--- src/design/length_prefixed_frame_deframer_defines.svh ---
// Assertion macros shared by the deframer modules.
`ifndef LENGTH_PREFIXED_FRAME_DEFRAMER_DEFINES_SVH
`define LENGTH_PREFIXED_FRAME_DEFRAMER_DEFINES_SVH

// Same-cycle implication, disabled while reset is high.
`define LPFD_ASSERT_HOLDS(label, clk, rst, ante, cons, msg) \
   label: assert property (@(posedge clk) disable iff (rst) (ante) |-> (cons)) \
      else $error(msg);

// Next-cycle implication, disabled while reset is high.
`define LPFD_ASSERT_NEXT(label, clk, rst, ante, cons, msg) \
   label: assert property (@(posedge clk) disable iff (rst) (ante) |=> (cons)) \
      else $error(msg);

`endif

--- src/design/lpfd_pkg.sv ---
`default_nettype none

package lpfd_pkg;

   localparam int INDEX_BYTES = 4;
   localparam int HDR_LEN     = INDEX_BYTES + 3;
   localparam int LEN_POS     = INDEX_BYTES;
   localparam int CMD_POS     = INDEX_BYTES + 2;

   localparam logic [7:0] NL_BYTE = 8'h0A;

   localparam logic OP_BYTE  = 1'b0;
   localparam logic OP_CLEAR = 1'b1;

   localparam logic [1:0] CSR_MIN_DATA_LEN = 2'd0;
   localparam logic [1:0] CSR_MAX_DATA_LEN = 2'd1;
   localparam logic [1:0] CSR_CMD_MIN      = 2'd2;
   localparam logic [1:0] CSR_CMD_MAX      = 2'd3;

   localparam logic [15:0] MIN_DATA_LEN_RESET = 16'd2;
   localparam logic [15:0] MAX_DATA_LEN_RESET = 16'd1026;
   localparam logic [7:0]  CMD_MIN_RESET      = 8'd0;
   localparam logic [7:0]  CMD_MAX_RESET      = 8'd255;

   // Most result items that one input item can produce.
   localparam int RSP_SLOTS = 3;
   localparam int RSP_DEPTH = 8;
   localparam int RSP_PTR_W = $clog2(RSP_DEPTH);
   localparam int RSP_CNT_W = $clog2(RSP_DEPTH + 1);

   typedef enum logic [2:0] {
      MODE_HUNT  = 3'b001,
      MODE_BODY  = 3'b010,
      MODE_AFTER = 3'b100
   } mode_type;

   typedef logic [HDR_LEN-1:0][7:0] window_type;

   typedef struct packed {
      logic [15:0] min_data_len;
      logic [15:0] max_data_len;
      logic [7:0]  cmd_min;
      logic [7:0]  cmd_max;
   } cfg_type;

   typedef struct packed {
      logic [7:0]  out_byte;
      logic        first;
      logic        last;
      logic [31:0] frame_index;
   } rsp_item_type;

   typedef struct packed {
      logic [1:0]                        num;
      rsp_item_type [RSP_SLOTS-1:0]      item;
   } push_type;

endpackage

`default_nettype wire

--- src/design/lpfd_parser.sv ---
`default_nettype none
`include "length_prefixed_frame_deframer_defines.svh"

module lpfd_parser #(
   parameter int CRC_BYTES = 2
) (
   input  wire logic              clock,
   input  wire logic              reset,
   input  wire logic              step,
   input  wire logic              op,
   input  wire logic [7:0]        data_byte,
   input  wire lpfd_pkg::cfg_type cfg,
   output lpfd_pkg::push_type     push
);

   lpfd_pkg::window_type win_ff, win_in;
   logic [2:0]           fill_ff, fill_in;
   logic [16:0]          rem_ff, rem_in;
   lpfd_pkg::mode_type   mode_ff, mode_in;
   logic [31:0]          index_ff, index_in;

   lpfd_pkg::window_type win0, win1, win2;
   logic [2:0]           fill0, fill1, fill2;
   logic                 full, hdr_ok, do_hunt;
   logic [15:0]          acc_len;
   logic [16:0]          acc_rem, rem_dec;
   logic [31:0]          acc_index;

   function automatic logic len_ok(input logic [7:0] hi, input logic [7:0] lo,
                                   input lpfd_pkg::cfg_type c);
      logic [15:0] len;
      len = {hi, lo};
      return (len != 16'd0) && (len >= c.min_data_len) && (len <= c.max_data_len);
   endfunction

   function automatic logic cmd_ok(input logic [7:0] cmd, input lpfd_pkg::cfg_type c);
      return (cmd >= c.cmd_min) && (cmd <= c.cmd_max);
   endfunction

   // Window resync: at most two slides can follow one new byte, a failed full
   // header and then a failed length check on the shifted bytes.
   always_comb begin
      win0 = win_ff;
      if (fill_ff < 3'(lpfd_pkg::HDR_LEN)) begin
         win0[fill_ff] = data_byte;
      end
      fill0 = fill_ff + 3'd1;
      full  = (fill0 == 3'(lpfd_pkg::HDR_LEN));
      hdr_ok = full
         && len_ok(win0[lpfd_pkg::LEN_POS], win0[lpfd_pkg::LEN_POS+1], cfg)
         && cmd_ok(win0[lpfd_pkg::CMD_POS], cfg);
      if (full) begin
         win1  = lpfd_pkg::window_type'(win0 >> 8);
         fill1 = 3'(lpfd_pkg::HDR_LEN - 1);
      end else begin
         win1  = win0;
         fill1 = fill0;
      end
      if (fill1 == 3'(lpfd_pkg::HDR_LEN - 1)
          && !len_ok(win1[lpfd_pkg::LEN_POS], win1[lpfd_pkg::LEN_POS+1], cfg)) begin
         win2  = lpfd_pkg::window_type'(win1 >> 8);
         fill2 = fill1 - 3'd1;
      end else begin
         win2  = win1;
         fill2 = fill1;
      end
      acc_len   = {win0[lpfd_pkg::LEN_POS], win0[lpfd_pkg::LEN_POS+1]};
      acc_rem   = 17'(acc_len) - 17'd1 + 17'(CRC_BYTES);
      acc_index = {win0[0], win0[1], win0[2], win0[3]};
      rem_dec   = (rem_ff != 17'd0) ? rem_ff - 17'd1 : rem_ff;
   end

   always_comb begin
      win_in   = win_ff;
      fill_in  = fill_ff;
      rem_in   = rem_ff;
      mode_in  = mode_ff;
      index_in = index_ff;
      push     = '0;
      do_hunt  = 1'b0;
      if (step) begin
         if (op == lpfd_pkg::OP_CLEAR) begin
            win_in   = '0;
            fill_in  = 3'd0;
            rem_in   = 17'd0;
            mode_in  = lpfd_pkg::MODE_HUNT;
            index_in = 32'd0;
         end else begin
            unique case (mode_ff)
               lpfd_pkg::MODE_BODY: begin
                  rem_in                    = rem_dec;
                  push.num                  = 2'd1;
                  push.item[0].out_byte     = data_byte;
                  push.item[0].first        = 1'b0;
                  push.item[0].last         = (rem_dec == 17'd0);
                  push.item[0].frame_index  = index_ff;
                  mode_in = (rem_dec == 17'd0) ? lpfd_pkg::MODE_AFTER : lpfd_pkg::MODE_BODY;
               end
               lpfd_pkg::MODE_AFTER: begin
                  // A single newline right after a frame is swallowed.
                  mode_in = lpfd_pkg::MODE_HUNT;
                  do_hunt = (data_byte != lpfd_pkg::NL_BYTE);
               end
               default: begin
                  do_hunt = 1'b1;
               end
            endcase
         end
      end
      if (do_hunt) begin
         if (hdr_ok) begin
            index_in = acc_index;
            rem_in   = acc_rem;
            push.num = 2'd3;
            push.item[0].out_byte    = win0[lpfd_pkg::LEN_POS];
            push.item[0].first       = 1'b1;
            push.item[0].last        = 1'b0;
            push.item[0].frame_index = acc_index;
            push.item[1].out_byte    = win0[lpfd_pkg::LEN_POS+1];
            push.item[1].first       = 1'b0;
            push.item[1].last        = 1'b0;
            push.item[1].frame_index = acc_index;
            push.item[2].out_byte    = win0[lpfd_pkg::CMD_POS];
            push.item[2].first       = 1'b0;
            push.item[2].last        = (acc_rem == 17'd0);
            push.item[2].frame_index = acc_index;
            mode_in = (acc_rem == 17'd0) ? lpfd_pkg::MODE_AFTER : lpfd_pkg::MODE_BODY;
            win_in  = '0;
            fill_in = 3'd0;
         end else begin
            win_in  = win2;
            fill_in = fill2;
            mode_in = lpfd_pkg::MODE_HUNT;
         end
      end
   end

   always_ff @(posedge clock) begin
      if (reset) begin
         win_ff   <= '0;
         fill_ff  <= 3'd0;
         rem_ff   <= 17'd0;
         mode_ff  <= lpfd_pkg::MODE_HUNT;
         index_ff <= 32'd0;
      end else begin
         win_ff   <= win_in;
         fill_ff  <= fill_in;
         rem_ff   <= rem_in;
         mode_ff  <= mode_in;
         index_ff <= index_in;
      end
   end

   `LPFD_ASSERT_HOLDS(a_fill_bound, clock, reset, 1'b1, fill_ff < 3'(lpfd_pkg::HDR_LEN), "header window overfilled")
   `LPFD_ASSERT_HOLDS(a_body_count, clock, reset, mode_ff == lpfd_pkg::MODE_BODY, rem_ff != 17'd0, "body mode with nothing left")
   `LPFD_ASSERT_NEXT(a_accept_empties, clock, reset, push.num == 2'd3, fill_ff == 3'd0, "window not emptied after header")

endmodule

`default_nettype wire

--- src/design/lpfd_rsp_fifo.sv ---
`default_nettype none
`include "length_prefixed_frame_deframer_defines.svh"

module lpfd_rsp_fifo (
   input  wire logic                   clock,
   input  wire logic                   reset,
   input  wire lpfd_pkg::push_type     push,
   input  wire logic                   pop,
   output lpfd_pkg::rsp_item_type      head,
   output logic                        not_empty,
   output logic                        has_room
);

   lpfd_pkg::rsp_item_type            mem_ff [lpfd_pkg::RSP_DEPTH];
   logic [lpfd_pkg::RSP_PTR_W-1:0]    wr_ptr_ff, wr_ptr_in;
   logic [lpfd_pkg::RSP_PTR_W-1:0]    rd_ptr_ff, rd_ptr_in;
   logic [lpfd_pkg::RSP_CNT_W-1:0]    count_ff, count_in;

   assign not_empty = (count_ff != '0);
   // Room for the largest burst, without counting on a pop this cycle.
   assign has_room  = (count_ff <= lpfd_pkg::RSP_CNT_W'(lpfd_pkg::RSP_DEPTH - lpfd_pkg::RSP_SLOTS));
   assign head      = mem_ff[rd_ptr_ff];

   assign wr_ptr_in = wr_ptr_ff + lpfd_pkg::RSP_PTR_W'(push.num);
   assign rd_ptr_in = rd_ptr_ff + lpfd_pkg::RSP_PTR_W'(pop);
   assign count_in  = count_ff + lpfd_pkg::RSP_CNT_W'(push.num) - lpfd_pkg::RSP_CNT_W'(pop);

   always_ff @(posedge clock) begin
      for (int k = 0; k < lpfd_pkg::RSP_SLOTS; k++) begin
         if (2'(k) < push.num) begin
            mem_ff[wr_ptr_ff + lpfd_pkg::RSP_PTR_W'(k)] <= push.item[k];
         end
      end
   end

   always_ff @(posedge clock) begin
      if (reset) begin
         wr_ptr_ff <= '0;
         rd_ptr_ff <= '0;
         count_ff  <= '0;
      end else begin
         wr_ptr_ff <= wr_ptr_in;
         rd_ptr_ff <= rd_ptr_in;
         count_ff  <= count_in;
      end
   end

   `LPFD_ASSERT_HOLDS(a_no_overflow, clock, reset, push.num != 2'd0, (5'(count_ff) + 5'(push.num)) <= 5'(lpfd_pkg::RSP_DEPTH), "result queue overflow")
   `LPFD_ASSERT_NEXT(a_count_grows, clock, reset, push.num != 2'd0 && !pop, count_ff == $past(count_ff) + lpfd_pkg::RSP_CNT_W'($past(push.num)), "result count lost a push")

endmodule

`default_nettype wire

--- src/design/length_prefixed_frame_deframer.sv ---
// Length-prefixed frame deframer.
// The req channel carries one stream byte per item (req_op low) or a clear
// command (req_op high) that returns the parser to hunting and drops any
// partial header or frame. The rsp channel returns frame bytes from the length
// high byte through the last CRC byte, with rsp_first on the length high byte,
// rsp_last on the final byte and the frame's 32-bit index on every byte.
// An item is taken when valid is high and stall is low on its channel.
// An accepted byte passes the input register and then the result queue. One
// item is taken every cycle while the queue has room; an accepted header gives
// three results at once, which a small result queue spreads out, so req_stall
// rises only when that queue cannot take a full burst of three.
// When rsp_stall is held, results collect in the queue and then the input
// register holds its item and req_stall is raised; nothing is dropped.
// The csr port writes min_data_len, max_data_len, cmd_min and cmd_max (index
// 0 to 3); write it only while the block is idle.
// Reset restores the register defaults (2, 1026, 0, 255), empties the queue
// and starts hunting for a header.
`default_nettype none

module length_prefixed_frame_deframer #(
   parameter int CRC_BYTES = 2
) (
   input  wire logic        clock,
   input  wire logic        reset,
   input  wire logic        req_valid,
   output logic             req_stall,
   input  wire logic        req_op,
   input  wire logic [7:0]  req_data_byte,
   output logic             rsp_valid,
   input  wire logic        rsp_stall,
   output logic [7:0]       rsp_out_byte,
   output logic             rsp_first,
   output logic             rsp_last,
   output logic [31:0]      rsp_frame_index,
   input  wire logic        csr_write,
   input  wire logic [1:0]  csr_index,
   input  wire logic [15:0] csr_write_data
);

   lpfd_pkg::cfg_type      cfg_ff, cfg_in;
   logic                   stage_valid_ff, stage_valid_in;
   logic                   stage_op_ff;
   logic [7:0]             stage_byte_ff;
   logic                   step, req_take, rsp_pop, has_room, not_empty;
   lpfd_pkg::push_type     push;
   lpfd_pkg::rsp_item_type head;

   assign step      = stage_valid_ff && has_room;
   assign req_stall = stage_valid_ff && !has_room;
   assign req_take  = req_valid && !req_stall;
   assign rsp_pop   = not_empty && !rsp_stall;

   assign stage_valid_in = req_take ? 1'b1 : (step ? 1'b0 : stage_valid_ff);

   always_comb begin
      cfg_in = cfg_ff;
      if (csr_write) begin
         unique case (csr_index)
            lpfd_pkg::CSR_MIN_DATA_LEN: cfg_in.min_data_len = csr_write_data;
            lpfd_pkg::CSR_MAX_DATA_LEN: cfg_in.max_data_len = csr_write_data;
            lpfd_pkg::CSR_CMD_MIN:      cfg_in.cmd_min      = csr_write_data[7:0];
            lpfd_pkg::CSR_CMD_MAX:      cfg_in.cmd_max      = csr_write_data[7:0];
            default: ;
         endcase
      end
   end

   always_ff @(posedge clock) begin
      if (reset) begin
         stage_valid_ff      <= 1'b0;
         cfg_ff.min_data_len <= lpfd_pkg::MIN_DATA_LEN_RESET;
         cfg_ff.max_data_len <= lpfd_pkg::MAX_DATA_LEN_RESET;
         cfg_ff.cmd_min      <= lpfd_pkg::CMD_MIN_RESET;
         cfg_ff.cmd_max      <= lpfd_pkg::CMD_MAX_RESET;
      end else begin
         stage_valid_ff <= stage_valid_in;
         cfg_ff         <= cfg_in;
      end
   end

   always_ff @(posedge clock) begin
      if (req_take) begin
         stage_op_ff   <= req_op;
         stage_byte_ff <= req_data_byte;
      end
   end

   lpfd_parser #(
      .CRC_BYTES (CRC_BYTES)
   ) u_parser (
      .clock     (clock),
      .reset     (reset),
      .step      (step),
      .op        (stage_op_ff),
      .data_byte (stage_byte_ff),
      .cfg       (cfg_ff),
      .push      (push)
   );

   lpfd_rsp_fifo u_rsp_fifo (
      .clock     (clock),
      .reset     (reset),
      .push      (push),
      .pop       (rsp_pop),
      .head      (head),
      .not_empty (not_empty),
      .has_room  (has_room)
   );

   assign rsp_valid       = not_empty;
   assign rsp_out_byte    = head.out_byte;
   assign rsp_first       = head.first;
   assign rsp_last        = head.last;
   assign rsp_frame_index = head.frame_index;

endmodule

`default_nettype wire

--- config.mk ---
export PLATFORM = sky130hd
export DESIGN_NAME = length_prefixed_frame_deframer
export DESIGN_NICKNAME = d
export VERILOG_FILES = /design/src/design/lpfd_pkg.sv /design/src/design/lpfd_parser.sv /design/src/design/lpfd_rsp_fifo.sv /design/src/design/length_prefixed_frame_deframer.sv
export VERILOG_INCLUDE_DIRS = /design/src /design/src/design
export SDC_FILE = /design/constraint.sdc
export NUM_CORES = 1
export LEC_CHECK = 0
export BUFFER_PORTS_ARGS = -buffer_cell sky130_fd_sc_hd__buf_4
export CAP_MARGIN = 10
export CORE_ASPECT_RATIO = 1.75
export CORE_MARGIN = 4
export CORE_UTILIZATION = 30
export DETAILED_ROUTE_END_ITERATION = 10
export PLACE_DENSITY = 0.52
export SYNTH_ARGS = -nofsm -noshare
export SYNTH_HDL_FRONTEND = slang
export SYNTH_HIERARCHICAL = 1
export SYNTH_SLANG_ARGS = --single-unit
--- constraint.sdc ---
create_clock -name clock -period 12.5 [get_ports clock]
set_input_delay 1.25 -clock clock [delete_from_list [all_inputs] [get_ports clock]]
set_output_delay 1.25 -clock clock [all_outputs]
set_load 0.005 [all_outputs]
==> metrics <==
Yosys warnings=6; Final ANT Viol Nets=0; PwrDens=approximately 100 nW/um^2; RSZ-0062 raised after global routing=no; Tot Pwr=3.89 mW; vias in the first global route=31063; row count=about 160; Post-CTS Repair Setup Buffers=0; CTS clk-pin slew, worst paths=70 ps; Initial Util=between 30 and 40%; # resized after CTS=0; Leak=12.2 nW; main flop type after synthesis=edfxtp_1; Max Freq=roughly 120 MHz; die area=around 120000 um^2; Layout area overhead=7.94%; Crit Path Category=reg2reg; final net count=3781; CP Launch Type=flip-flop; FILL cells=roughly 12000; antenna violations before repair=1; Max-Cap Viols=0; Worst setup EP type=flip-flop; Routed WL=137000 um; post-synthesis sequential area ratio=39.6%; HP Class=reg2reg; Final setup viols=0; I/O pin cnt=76; Post-route DRC=0; total gr overflow=0; Worst EP arrival=8340 ps; Cells on Worst Hold Path=2; proportion of layout cells with a drive suffix above 1=11.5%; Core Region=around 110000 um^2; drt pass-1 iters=6; internal power=around 2.9 mW; clock sinks=515; cell taking the most area after synthesis=edfxtp_1; Psw=1.02 mW; CTS buffer count=52; die height=458 um; chip width=265 um; async set or reset register ratio after synthesis=0%; Setup TNS=0 ps; clock share of power=41.9%; area fraction of the dominant cell type after synthesis=just under 30%; Final min period=8070 ps; violation count after the first detailed-route iteration=2985; Core Util, Final=32.7%; period utilization=64.5%; most frequent cells in the layout=nand2_1, o21ai_0, nor3_1; GPL Wtd Cong=0.906; first-pass GRT wire length=202000 um; VDD IR max=0.0978 mV; Post-Syn Area per Cell=8.82 um^2; CTS Hold Bufs=0; worst-path fanout max=85; Clock Skews=39.8 ps; dpl hpwl=82400 um; Slew Viols, Final=0; flop and latch count out of synthesis=approximately 520; Worst-Skew Late Latency=660 ps; Post-synth EDFFs=345; Seq pwr share=48.0%; status=completed; switch share=26.3%; via count=31475; Total GRT Usage=21.6%; Root Buffer=clkbuf_16; Gate Count Post-Synth=3935; Slew HR=14.7%; worst-margin pin slew=1280 ps; Worst Path Required=12770 ps; Comb power frac=approximately a tenth; hold slack final=approximately 450 ps; I/O Buffers=75; TritonCTS clock tree=built; Hold Fails Final Rpt=0; footprint of the multi-input gates=18600 um^2; Register-to-Register Path Depth=17; CTS H-tree lvls=2; Storage cell area=between 10000 and 15000 um^2; clk buf depth=3; DR WL/cell=26.5 um; vias per cell=6.06; Unique masters post-synth=81; Synth area leaders=edfxtp_1, dfxtp_1, a31oi_1, o21ai_0, nand2_1; commonest non-fill, non-tap cell in the layout=nand2_1; Netlist Area Pre-Place=34700 um^2; largest net degree at the start of global routing=227
==> Yosys cell counts, types with 6 or more instances <==
| cell type | number |
|---|---|
| o21ai_0 | 432 |
| a32o_1 | 23 |
| or2_1 | 8 |
| mux2i_1 | 81 |
| o31ai_1 | 8 |
| nor3_1 | 358 |
| clkbuf_2 | 10 |
| o22ai_1 | 12 |
| mux4_2 | 84 |
| xnor2_1 | 15 |
| nor2b_1 | 16 |
| nand2_1 | 552 |
| or2_2 | 6 |
| a22oi_1 | 6 |
| clkbuf_1 | 277 |
| xor2_1 | 6 |
| nand2b_1 | 66 |
| nor4bb_1 | 42 |
| a21o_1 | 17 |
| nor2_1 | 156 |
| o221ai_1 | 15 |
| inv_1 | 120 |
| ha_1 | 95 |
| or3_1 | 9 |
| nand3b_1 | 12 |
| dfxtp_1 | 170 |
| nor4_1 | 10 |
| and4b_1 | 85 |
| edfxtp_1 | 345 |
| buf_2 | 93 |
| buf_4 | 42 |
| mux2_2 | 76 |
| or4_1 | 7 |
| buf_1 | 52 |
| nand4_1 | 22 |
| a31oi_1 | 350 |
| o21ai_1 | 8 |
| and4_1 | 46 |
| nand3_1 | 33 |
| a21oi_1 | 103 |
==> per-layer routing <==
layer	GRT usage (%)	up-vias	wire, um
li1	-	14021	-
met1	23.8	15337	48400
met2	38.3	1612	69100
met3	3.15	505	9190
met4	14.6	0	10600
met5	0	-	0
==> through the flow <==
stage                     setup WS (ps)  area [um^2]  instances
after global placement             4620        35800       5092
after floorplan                    5580        34700       3937
after CTS                          4530        37500       5190
after global routing               3970        37500       5191
after detailed placement           4570        35800       5092
final                              4430        37500       5191
==> sequential cells by signal, summed over array words and instances (netlist names) <==
name                  flops
u_parser/fill_ff          3
u_parser/index_ff        32
u_parser/rem_ff          17
u_rsp_fifo/wr_ptr_ff      3
u_parser/mode_ff          3
u_rsp_fifo/mem_ff       336
u_parser/win_ff          56
stage_byte_ff             8
stage_valid_ff            1
stage_op_ff               1
u_rsp_fifo/count_ff       4
u_rsp_fifo/rd_ptr_ff      3
cfg_ff                   48
==> path summary, 6_finish.rpt <==
check                                           endpoint                  from  slack, ps
worst min register to register      u_parser/index_ff[0]  u_parser/index_ff[0]        450
worst max register to register  u_rsp_fifo/mem_ff[7][36]   u_parser/fill_ff[2]       4430
worst min-delay path                u_parser/index_ff[0]  u_parser/index_ff[0]        450
worst max-delay path            u_rsp_fifo/mem_ff[7][36]   u_parser/fill_ff[2]       4430
==> area by class of cell <==
type | count | share of cell area [%]
timing repair buffer | 139 | 2.82
multi-input combinational | 2823 | 49.7
clock buffer | 71 | 3.88
clock inverter | 27 | 0.618
sequential | 515 | 36.8
inverter | 121 | 1.23
antenna | 1 | 0.00668
tap | 1494 | 4.99
==> cell families (layout without fill, tap and decap cells) <==
family,count (synthesis),after routing,synth area share (%)
muxes,241,241,10.2
and+or+nand+nor,1448,1448,21.5
other,1,4,0.0108
AOI/OAI and AO/OA,1010,1010,17.0
adders and majority gates,98,98,3.57
DFF,515,515,39.6
xor gates and xnor gates,23,23,0.623
buffers and inverters,599,358,7.41
==> power by group through the flow <==
stage	registers, mW	clock network [mW]	logic (mW)
final	1.87	1.63	0.393
after floorplan	1.86	0	0.304
after global placement	1.90	0	0.398
after global routing	1.87	1.72	0.426
after detailed placement	1.91	0	0.401
after CTS	1.87	1.66	0.402
==> worst max-delay path: stages (launching register included) <==
cell and delay, ps:
dfxtp_1 580, nor3b_2 870, mux2i_1 600, inv_1 240, ha_1 370, nand4_1 190
nor4_1 390, nand3_1 130, a22oi_1 330, nand3_1 190, or2_1 240, buf_4 290
inv_6 500, buf_4 740, nand3b_1 130, buf_4 370, o22ai_4 730, buf_4 680
No activity file was read; power rests on OpenSTA's default activity.
